--- src/design/aes_pkg.sv ---
// aes_pkg: shared types, constants and round functions for the aes block encrypt unit
// no dependencies; used by aes_key_expand, aes_block_encrypt_unit and the testbench
`default_nettype none
package aes_pkg;

  localparam int unsigned KEY_IDX_W  = 5;
  localparam int unsigned WORD_CNT_W = 6;
  localparam int unsigned NUM_STAGES = 14;

  localparam logic [1:0] KS_128 = 2'd0;
  localparam logic [1:0] KS_192 = 2'd1;

  localparam logic [3:0] ROUNDS_128 = 4'd10;
  localparam logic [3:0] ROUNDS_192 = 4'd12;
  localparam logic [3:0] ROUNDS_256 = 4'd14;

  localparam logic [2:0] CFG_KEY_SIZE = 3'd0;
  localparam logic [2:0] CFG_KEY_W0   = 3'd1;
  localparam logic [2:0] CFG_KEY_W3   = 3'd4;

  typedef enum logic {
    KX_IDLE,
    KX_RUN
  } kx_state_t;

  typedef struct packed {
    logic                 en;
    logic [KEY_IDX_W-1:0] idx;
    logic [63:0]          data;
  } rk_wr_t;

  localparam logic [7:0] SBOX [256] = '{
    8'h63, 8'h7c, 8'h77, 8'h7b, 8'hf2, 8'h6b, 8'h6f, 8'hc5,
    8'h30, 8'h01, 8'h67, 8'h2b, 8'hfe, 8'hd7, 8'hab, 8'h76,
    8'hca, 8'h82, 8'hc9, 8'h7d, 8'hfa, 8'h59, 8'h47, 8'hf0,
    8'had, 8'hd4, 8'ha2, 8'haf, 8'h9c, 8'ha4, 8'h72, 8'hc0,
    8'hb7, 8'hfd, 8'h93, 8'h26, 8'h36, 8'h3f, 8'hf7, 8'hcc,
    8'h34, 8'ha5, 8'he5, 8'hf1, 8'h71, 8'hd8, 8'h31, 8'h15,
    8'h04, 8'hc7, 8'h23, 8'hc3, 8'h18, 8'h96, 8'h05, 8'h9a,
    8'h07, 8'h12, 8'h80, 8'he2, 8'heb, 8'h27, 8'hb2, 8'h75,
    8'h09, 8'h83, 8'h2c, 8'h1a, 8'h1b, 8'h6e, 8'h5a, 8'ha0,
    8'h52, 8'h3b, 8'hd6, 8'hb3, 8'h29, 8'he3, 8'h2f, 8'h84,
    8'h53, 8'hd1, 8'h00, 8'hed, 8'h20, 8'hfc, 8'hb1, 8'h5b,
    8'h6a, 8'hcb, 8'hbe, 8'h39, 8'h4a, 8'h4c, 8'h58, 8'hcf,
    8'hd0, 8'hef, 8'haa, 8'hfb, 8'h43, 8'h4d, 8'h33, 8'h85,
    8'h45, 8'hf9, 8'h02, 8'h7f, 8'h50, 8'h3c, 8'h9f, 8'ha8,
    8'h51, 8'ha3, 8'h40, 8'h8f, 8'h92, 8'h9d, 8'h38, 8'hf5,
    8'hbc, 8'hb6, 8'hda, 8'h21, 8'h10, 8'hff, 8'hf3, 8'hd2,
    8'hcd, 8'h0c, 8'h13, 8'hec, 8'h5f, 8'h97, 8'h44, 8'h17,
    8'hc4, 8'ha7, 8'h7e, 8'h3d, 8'h64, 8'h5d, 8'h19, 8'h73,
    8'h60, 8'h81, 8'h4f, 8'hdc, 8'h22, 8'h2a, 8'h90, 8'h88,
    8'h46, 8'hee, 8'hb8, 8'h14, 8'hde, 8'h5e, 8'h0b, 8'hdb,
    8'he0, 8'h32, 8'h3a, 8'h0a, 8'h49, 8'h06, 8'h24, 8'h5c,
    8'hc2, 8'hd3, 8'hac, 8'h62, 8'h91, 8'h95, 8'he4, 8'h79,
    8'he7, 8'hc8, 8'h37, 8'h6d, 8'h8d, 8'hd5, 8'h4e, 8'ha9,
    8'h6c, 8'h56, 8'hf4, 8'hea, 8'h65, 8'h7a, 8'hae, 8'h08,
    8'hba, 8'h78, 8'h25, 8'h2e, 8'h1c, 8'ha6, 8'hb4, 8'hc6,
    8'he8, 8'hdd, 8'h74, 8'h1f, 8'h4b, 8'hbd, 8'h8b, 8'h8a,
    8'h70, 8'h3e, 8'hb5, 8'h66, 8'h48, 8'h03, 8'hf6, 8'h0e,
    8'h61, 8'h35, 8'h57, 8'hb9, 8'h86, 8'hc1, 8'h1d, 8'h9e,
    8'he1, 8'hf8, 8'h98, 8'h11, 8'h69, 8'hd9, 8'h8e, 8'h94,
    8'h9b, 8'h1e, 8'h87, 8'he9, 8'hce, 8'h55, 8'h28, 8'hdf,
    8'h8c, 8'ha1, 8'h89, 8'h0d, 8'hbf, 8'he6, 8'h42, 8'h68,
    8'h41, 8'h99, 8'h2d, 8'h0f, 8'hb0, 8'h54, 8'hbb, 8'h16
  };

  function automatic logic [7:0] sbox(input logic [7:0] b);
    return SBOX[b];
  endfunction

  function automatic logic [7:0] xtime(input logic [7:0] a);
    return {a[6:0], 1'b0} ^ (a[7] ? 8'h1b : 8'h00);
  endfunction

  function automatic logic [31:0] sub_word(input logic [31:0] w);
    return {sbox(w[31:24]), sbox(w[23:16]), sbox(w[15:8]), sbox(w[7:0])};
  endfunction

  // byte r + 4c of the state is row r, column c; byte 0 sits in bits 7:0
  function automatic logic [127:0] enc_round(input logic [127:0] s, input logic [127:0] k,
                                             input logic last);
    logic [7:0]   t [16];
    logic [127:0] o;
    logic [7:0]   a0, a1, a2, a3, all;
    for (int c = 0; c < 4; c++) begin
      for (int r = 0; r < 4; r++) begin
        t[r + 4*c] = sbox(s[8*(r + 4*((c + r) & 3)) +: 8]);
      end
    end
    for (int c = 0; c < 4; c++) begin
      a0  = t[4*c];
      a1  = t[4*c + 1];
      a2  = t[4*c + 2];
      a3  = t[4*c + 3];
      all = a0 ^ a1 ^ a2 ^ a3;
      if (last) begin
        o[32*c +: 32] = {a3, a2, a1, a0};
      end else begin
        o[32*c +: 32] = {a3 ^ all ^ xtime(a3 ^ a0), a2 ^ all ^ xtime(a2 ^ a3),
                         a1 ^ all ^ xtime(a1 ^ a2), a0 ^ all ^ xtime(a0 ^ a1)};
      end
    end
    return o ^ k;
  endfunction

  function automatic logic [3:0] round_count(input logic [1:0] ks);
    logic [3:0] nr;
    case (ks)
      KS_128:  nr = ROUNDS_128;
      KS_192:  nr = ROUNDS_192;
      default: nr = ROUNDS_256;
    endcase
    return nr;
  endfunction

endpackage
`default_nettype wire

--- src/design/aes_key_expand.sv ---
// aes_key_expand: one 32-bit key schedule word per cycle, writes 64-bit round key entries
// depends on aes_pkg
`default_nettype none
module aes_key_expand (
  input  wire logic              clk,
  input  wire logic              rst_n,
  input  wire logic              start,
  input  wire logic [1:0]        key_size,
  input  wire logic [3:0][63:0]  key_word,
  output aes_pkg::rk_wr_t        wr,
  output logic                   busy
);

  aes_pkg::kx_state_t state_r, state_nxt;

  logic [aes_pkg::WORD_CNT_W-1:0] i_r, i_nxt;
  logic [2:0]                     m_r, m_nxt;
  logic [7:0]                     rcon_r, rcon_nxt;
  logic [31:0]                    lo_r;
  logic [31:0]                    win_r [8];
  logic [3:0]                     nr;
  logic [3:0]                     nk;
  logic [aes_pkg::WORD_CNT_W-1:0] last_i;
  logic [31:0]                    w_prev, w_far, t, w_new, key32;
  logic                           done;

  assign nr     = aes_pkg::round_count(key_size);
  assign nk     = nr - 4'd6;
  assign last_i = {nr, 2'b11};
  assign done   = (i_r == last_i);

  // window holds the last eight words, w[i-1] at the top
  assign w_prev = win_r[7];
  assign w_far  = win_r[3'(4'd8 - nk)];
  assign key32  = i_r[0] ? key_word[i_r[2:1]][63:32] : key_word[i_r[2:1]][31:0];

  always_comb begin
    t        = w_prev;
    rcon_nxt = rcon_r;
    if (m_r == 3'd0) begin
      t        = aes_pkg::sub_word({w_prev[7:0], w_prev[31:8]}) ^ {24'd0, rcon_r};
      rcon_nxt = aes_pkg::xtime(rcon_r);
    end else if ((nk == 4'd8) && (m_r == 3'd4)) begin
      t = aes_pkg::sub_word(w_prev);
    end
  end

  always_comb begin
    if ({2'b00, i_r} < {2'b00, nk}) begin
      w_new = key32;
    end else begin
      w_new = w_far ^ t;
    end
  end

  always_comb begin
    unique case (state_r)
      aes_pkg::KX_IDLE: state_nxt = start ? aes_pkg::KX_RUN : aes_pkg::KX_IDLE;
      aes_pkg::KX_RUN:  state_nxt = done ? aes_pkg::KX_IDLE : aes_pkg::KX_RUN;
      default:          state_nxt = aes_pkg::KX_IDLE;
    endcase
  end

  always_comb begin
    busy    = 1'b0;
    wr.en   = 1'b0;
    wr.idx  = i_r[aes_pkg::WORD_CNT_W-1:1];
    wr.data = {w_new, lo_r};
    i_nxt   = '0;
    m_nxt   = '0;
    unique case (state_r)
      aes_pkg::KX_IDLE: begin
        busy = 1'b0;
      end
      aes_pkg::KX_RUN: begin
        busy  = 1'b1;
        wr.en = i_r[0];
        i_nxt = i_r + 1'b1;
        m_nxt = ({1'b0, m_r} == nk - 4'd1) ? 3'd0 : m_r + 3'd1;
      end
      default: begin
        busy = 1'b0;
      end
    endcase
  end

  always_ff @(posedge clk) begin
    if (!rst_n) begin
      state_r <= aes_pkg::KX_IDLE;
    end else begin
      state_r <= state_nxt;
    end
  end

  always_ff @(posedge clk) begin
    if (state_r == aes_pkg::KX_RUN) begin
      i_r  <= i_nxt;
      m_r  <= m_nxt;
      lo_r <= w_new;
      if ({2'b00, i_r} >= {2'b00, nk}) begin
        rcon_r <= rcon_nxt;
      end
      for (int k = 0; k < 7; k++) begin
        win_r[k] <= win_r[k+1];
      end
      win_r[7] <= w_new;
    end else begin
      i_r    <= '0;
      m_r    <= '0;
      rcon_r <= 8'h01;
    end
  end

endmodule
`default_nettype wire

--- config.mk ---
export PLATFORM = sky130hd
export DESIGN_NAME = aes_key_expand
export DESIGN_NICKNAME = d
export VERILOG_FILES = /design/src/design/aes_pkg.sv /design/src/design/aes_key_expand.sv
export SDC_FILE = /design/constraint.sdc
export NUM_CORES = 1
export LEC_CHECK = 0
export BUFFER_PORTS_ARGS = -buffer_cell sky130_fd_sc_hd__clkbuf_2
export CAP_MARGIN = 25
export CELL_PAD_IN_SITES_DETAIL_PLACEMENT = 0
export CELL_PAD_IN_SITES_GLOBAL_PLACEMENT = 1
export CORE_UTILIZATION = 43
export DETAILED_ROUTE_END_ITERATION = 12
export PLACE_DENSITY = 0.77
export SKIP_CTS_REPAIR_TIMING = 1
export SLEW_MARGIN = 20
export SYNTH_ARGS = -nofsm -noshare
export SYNTH_HDL_FRONTEND = slang
export SYNTH_SLANG_ARGS = --single-unit
--- constraint.sdc ---
create_clock -name clk -period 10.5 [get_ports clk]
set_clock_uncertainty 0.15 [all_clocks]
set_input_delay 0.525 -clock clk [delete_from_list [all_inputs] [get_ports clk]]
set_output_delay 0.525 -clock clk [all_outputs]
set_load 0.05 [all_outputs]
==> flow_metrics.py <==
metrics = {
    "yosys": {
        "ys_warn_count": 0,
        "yosysTopAreaCell": "edfxtp_1",
        "synth_cell_types": 108,
        "synth_area_leaders": "edfxtp_1 (29%), mux4_2 (9.8%), a21oi_1 (3.9%)",
        "synth_area_um2": 26200,
        "synthesis.nets": 3213,
        "synthFlopType": "edfxtp_1",
        "synthArstFlopShare_pct": 0,
        "synth_top_area_share_pct": 29.3,
        "synth_area_per_cell_um2": 9.10,
        "synth-edff-count": 256,
        "synth-seq-area-share_pct": 30.7,
        "yosys_register_bits": 274,
        "synth_cells": 2884,
    },
    "place": {
        "port_buffers": 331,
        "dpl.hpwl_um": 80600,
        "gp_congestion": 1.00,
        "placed_cell_area_um2": 27800,
        "post-place-ws_ns": 4.56,
    },
    "critical_path": {
        "regToRegStartpoint": "win_r[7][9]$_DFFE_PP_",
        "critPathCaptureType": "output port",
        "critical-path-max-stage-delay_ns": 0.99,
        "crit_path_max_fanout": 35,
        "worstPathArrival_ns": 6.20,
        "critPathBufInv": 3,
        "slowest_stage": "ha_1",
        "crit_chain": "buf_4 > inv_1 > ha_1 > and2_1 > o21ai_0 > o2111a_1 > o41ai_1 > o211ai_2 > xnor2_1 > o221ai_1 > xnor2_1 > a21oi_1 > clkbuf_2",
        "reg2reg_depth": 12,
        "path_class": "reg -> out",
        "cp-start-kind": "flip-flop",
        "reg2reg_slack_ns": 4.87,
        "critPathMostFrequentCell": "xnor2_1",
        "rr_endpoint": "win_r[7][2]$_DFFE_PP_",
        "crit_required_ns": 9.83,
        "critPathTopFamily": "compound AO/OA/AOI/OAI gates",
    },
    "layout": {
        "nFillCells": 5811,
        "syn_to_final_growth_pct": 9.79,
        "fin_area_um2": 28800,
        "nNetsFinal": 3318,
        "drive_gt1_share_pct": 21.6,
    },
    "sta": {
        "fin_crit_sh_pct": 65.4,
        "timing.slew.headroom_pct": 20.1,
        "fin_crit_ns": 6.87,
        "rsz0062_at_grt": "no",
        "setup_tns_ns": 0,
        "timing.final.hold_violations": 0,
        "finalSetupViolCount": 0,
        "slew_viol_final": 0,
        "fmax_ghz": 0.146,
        "worst_slack_ns": 3.63,
        "worst_slew_pin_slew_ns": 1.19,
    },
    "route": {
        "wl_um": 116000,
        "drt_iter0_drc": 4001,
        "vias": 26600,
        "drc": 0,
        "drt_pre_antenna_iters": 6,
        "drt-vias-per-instance": 7.00,
        "avgRoutedWirePerCell_um": 30.6,
        "postRouteAntennaNets": 0,
    },
    "clock_tree": {
        "clkSinkCount": 274,
        "root_buffer": "clkbuf_16",
        "cts_htree_levels": 1,
        "cts_tree": "yes",
        "insertion_delay_ns": 0.60,
        "clkSlewWorstSetupHoldPaths_ns": 0.06,
        "numCtsBuffers": 31,
        "clock_path_buffers": 3,
    },
    "global_routing": {
        "gr-max-usage-layer": "met2",
        "track_usage_pct": 36.1,
        "use_met2_pct": 55.1,
        "grtUsageMet3_pct": 7.49,
        "antenna_found_initial": 6,
        "grt_first_pass_wirelength_um": 169000,
        "overflow": 0,
        "grt_start_max_net_pins": 98,
        "met1_usage_pct": 49.3,
        "first_global_vias": 25000,
    },
    "pwr": {
        "leakage_uw": 0.0104,
        "p_per_area_nw_per_um2": 158,
        "peakVddDrop_mv": 0.102,
        "total_power_uw": 4550,
    },
    "floorplan": {
        "fp.coreArea_um2": 60400,
        "initial_core_util_pct": 43.5,
        "die_area_um2": 62000,
        "dieHeight_um": 249,
        "fp.dieW_um": 249,
        "row_count": 90,
        "ioPinCount": 332,
    },
    "worst_hold_path": {
        "min_from": "rst_n",
        "min_to": "state_r$_SDFF_PN0_",
        "worstHoldPathType": "in -> reg",
        "hold_depth": 2,
    },
    "flow_run": {
        "drv_cap": 0,
    },
    "run_status": {
        "status": "finished, final reports clean",
    },
}
[metrics by stage]
step	util, %	hold slack, ns	instances
global route	47.7	0.00761	3798
detailed placement	46.0	0.255	3737
floorplan	-	0.250	2884
finish	47.7	0.0233	3798
CTS	47.7	-0.00373	3795
global placement	46.0	0.251	3737
[how the worst max path moves through the flow]
stage                     startpoint  depth (start not counted)  slack [ns]  endpoint
3_5_place_dp   win_r[7][9]$_DFFE_PP_                         13        4.56    wr[34]
3_3_place_gp   win_r[7][9]$_DFFE_PP_                         13        4.50    wr[34]
5_1_grt        win_r[7][9]$_DFFE_PP_                         13        3.65    wr[34]
4_1_cts        win_r[7][9]$_DFFE_PP_                         13        3.92    wr[34]
6_report       win_r[7][9]$_DFFE_PP_                         13        3.63    wr[34]
2_1_floorplan     state_r$_SDFF_PN0_                          2        2.72    wr[69]
[Yosys cell counts, types with 68 or more instances]
| cell type | n |
|---|---|
| nand3_1 | 83 |
| nor2_1 | 182 |
| edfxtp_1 | 256 |
| o21ai_0 | 173 |
| nand2_1 | 196 |
| mux4_2 | 114 |
| nand2b_1 | 92 |
| a211oi_1 | 80 |
| ha_1 | 68 |
| nor3_1 | 99 |
| clkbuf_1 | 129 |
| a21oi_1 | 204 |
| nor2b_1 | 110 |
| buf_2 | 122 |
[worst reg2reg max path, stage by stage, from the launching register on]
cell,delay [ns]
edfxtp_1,0.32
buf_4,0.40
inv_1,0.44
ha_1,0.99
and2_1,0.43
o21ai_0,0.23
o2111a_1,0.24
o41ai_1,0.81
o211ai_2,0.35
xnor2_1,0.30
o221ai_1,0.18
xnor2_1,0.17
a21oi_1,0.39
[power breakdown]
group | internal [µW] | leakage [µW] | total [µW] | switching [µW]
clock network | 620 | 0.000481 | 1090 | 470
logic | 679 | 0.00731 | 2140 | 1460
registers | 1280 | 0.00258 | 1330 | 41.4
[area by class of cell]
class                      instances  area [µm²]  share of cell area, %
tap                              782         978                   3.40
sequential                       274        8060                   28.0
clock inverter                    17         179                  0.621
clock buffer                      41         843                   2.93
antenna                            2        5.00                 0.0174
timing repair buffer             399        2170                   7.52
inverter                          53         199                  0.690
multi-input combinational       2230       16400                   56.8
[registers in the layout (all words and copies together) (netlist names)]
name	flops
win_r	256
rcon_r	8
i_r	6
m_r	3
state_r	1
[routing by layer]
layer | vias to the layer above | part of all wire, %
met5 | - | 0
met4 | 0 | 5.0
met3 | 304 | 11
met2 | 1933 | 44
met1 | 12900 | 40
li1 | 11400 | -
[cells in the final DEF, fill, tap and decap left out, types with 28 or more instances in the layout]
cell type / Yosys / routed
a211oi_1: 80 / 79
a21oi_1: 204 / 204
a311oi_1: 38 / 38
a31oi_1: 56 / 56
and2_1: 30 / 30
buf_4: 24 / 68
clkbuf_16: 0 / 31
clkbuf_2: 1 / 331
edfxtp_1: 256 / 256
ha_1: 68 / 68
inv_1: 38 / 38
mux2i_1: 63 / 63
mux4_2: 114 / 114
nand2_1: 196 / 195
nand2b_1: 92 / 92
nand3_1: 83 / 83
nor2_1: 182 / 182
nor2b_1: 110 / 110
nor3_1: 99 / 99
o211ai_1: 44 / 44
o21ai_0: 173 / 173
o311ai_0: 33 / 33
o31ai_1: 28 / 28
xnor2_1: 38 / 38
[logic make-up (layout without fill, tap and decap cells)]
logic type               Yosys count  after routing  synth area share (%)
other                              0              2                     0
AO/OA/AOI/OAI                    987            987                  26.3
multiplexers                     198            198                  13.2
AND/OR/NAND/NOR                  928            928                  18.1
XOR/XNOR                          49             49                  1.64
adder cells (fa/ha/maj)           68             68                  3.24
flip-flops                       274            274                  30.7
buffers and inverters            380            510                  6.95
Note: power is estimated with default switching activity, not from simulation.
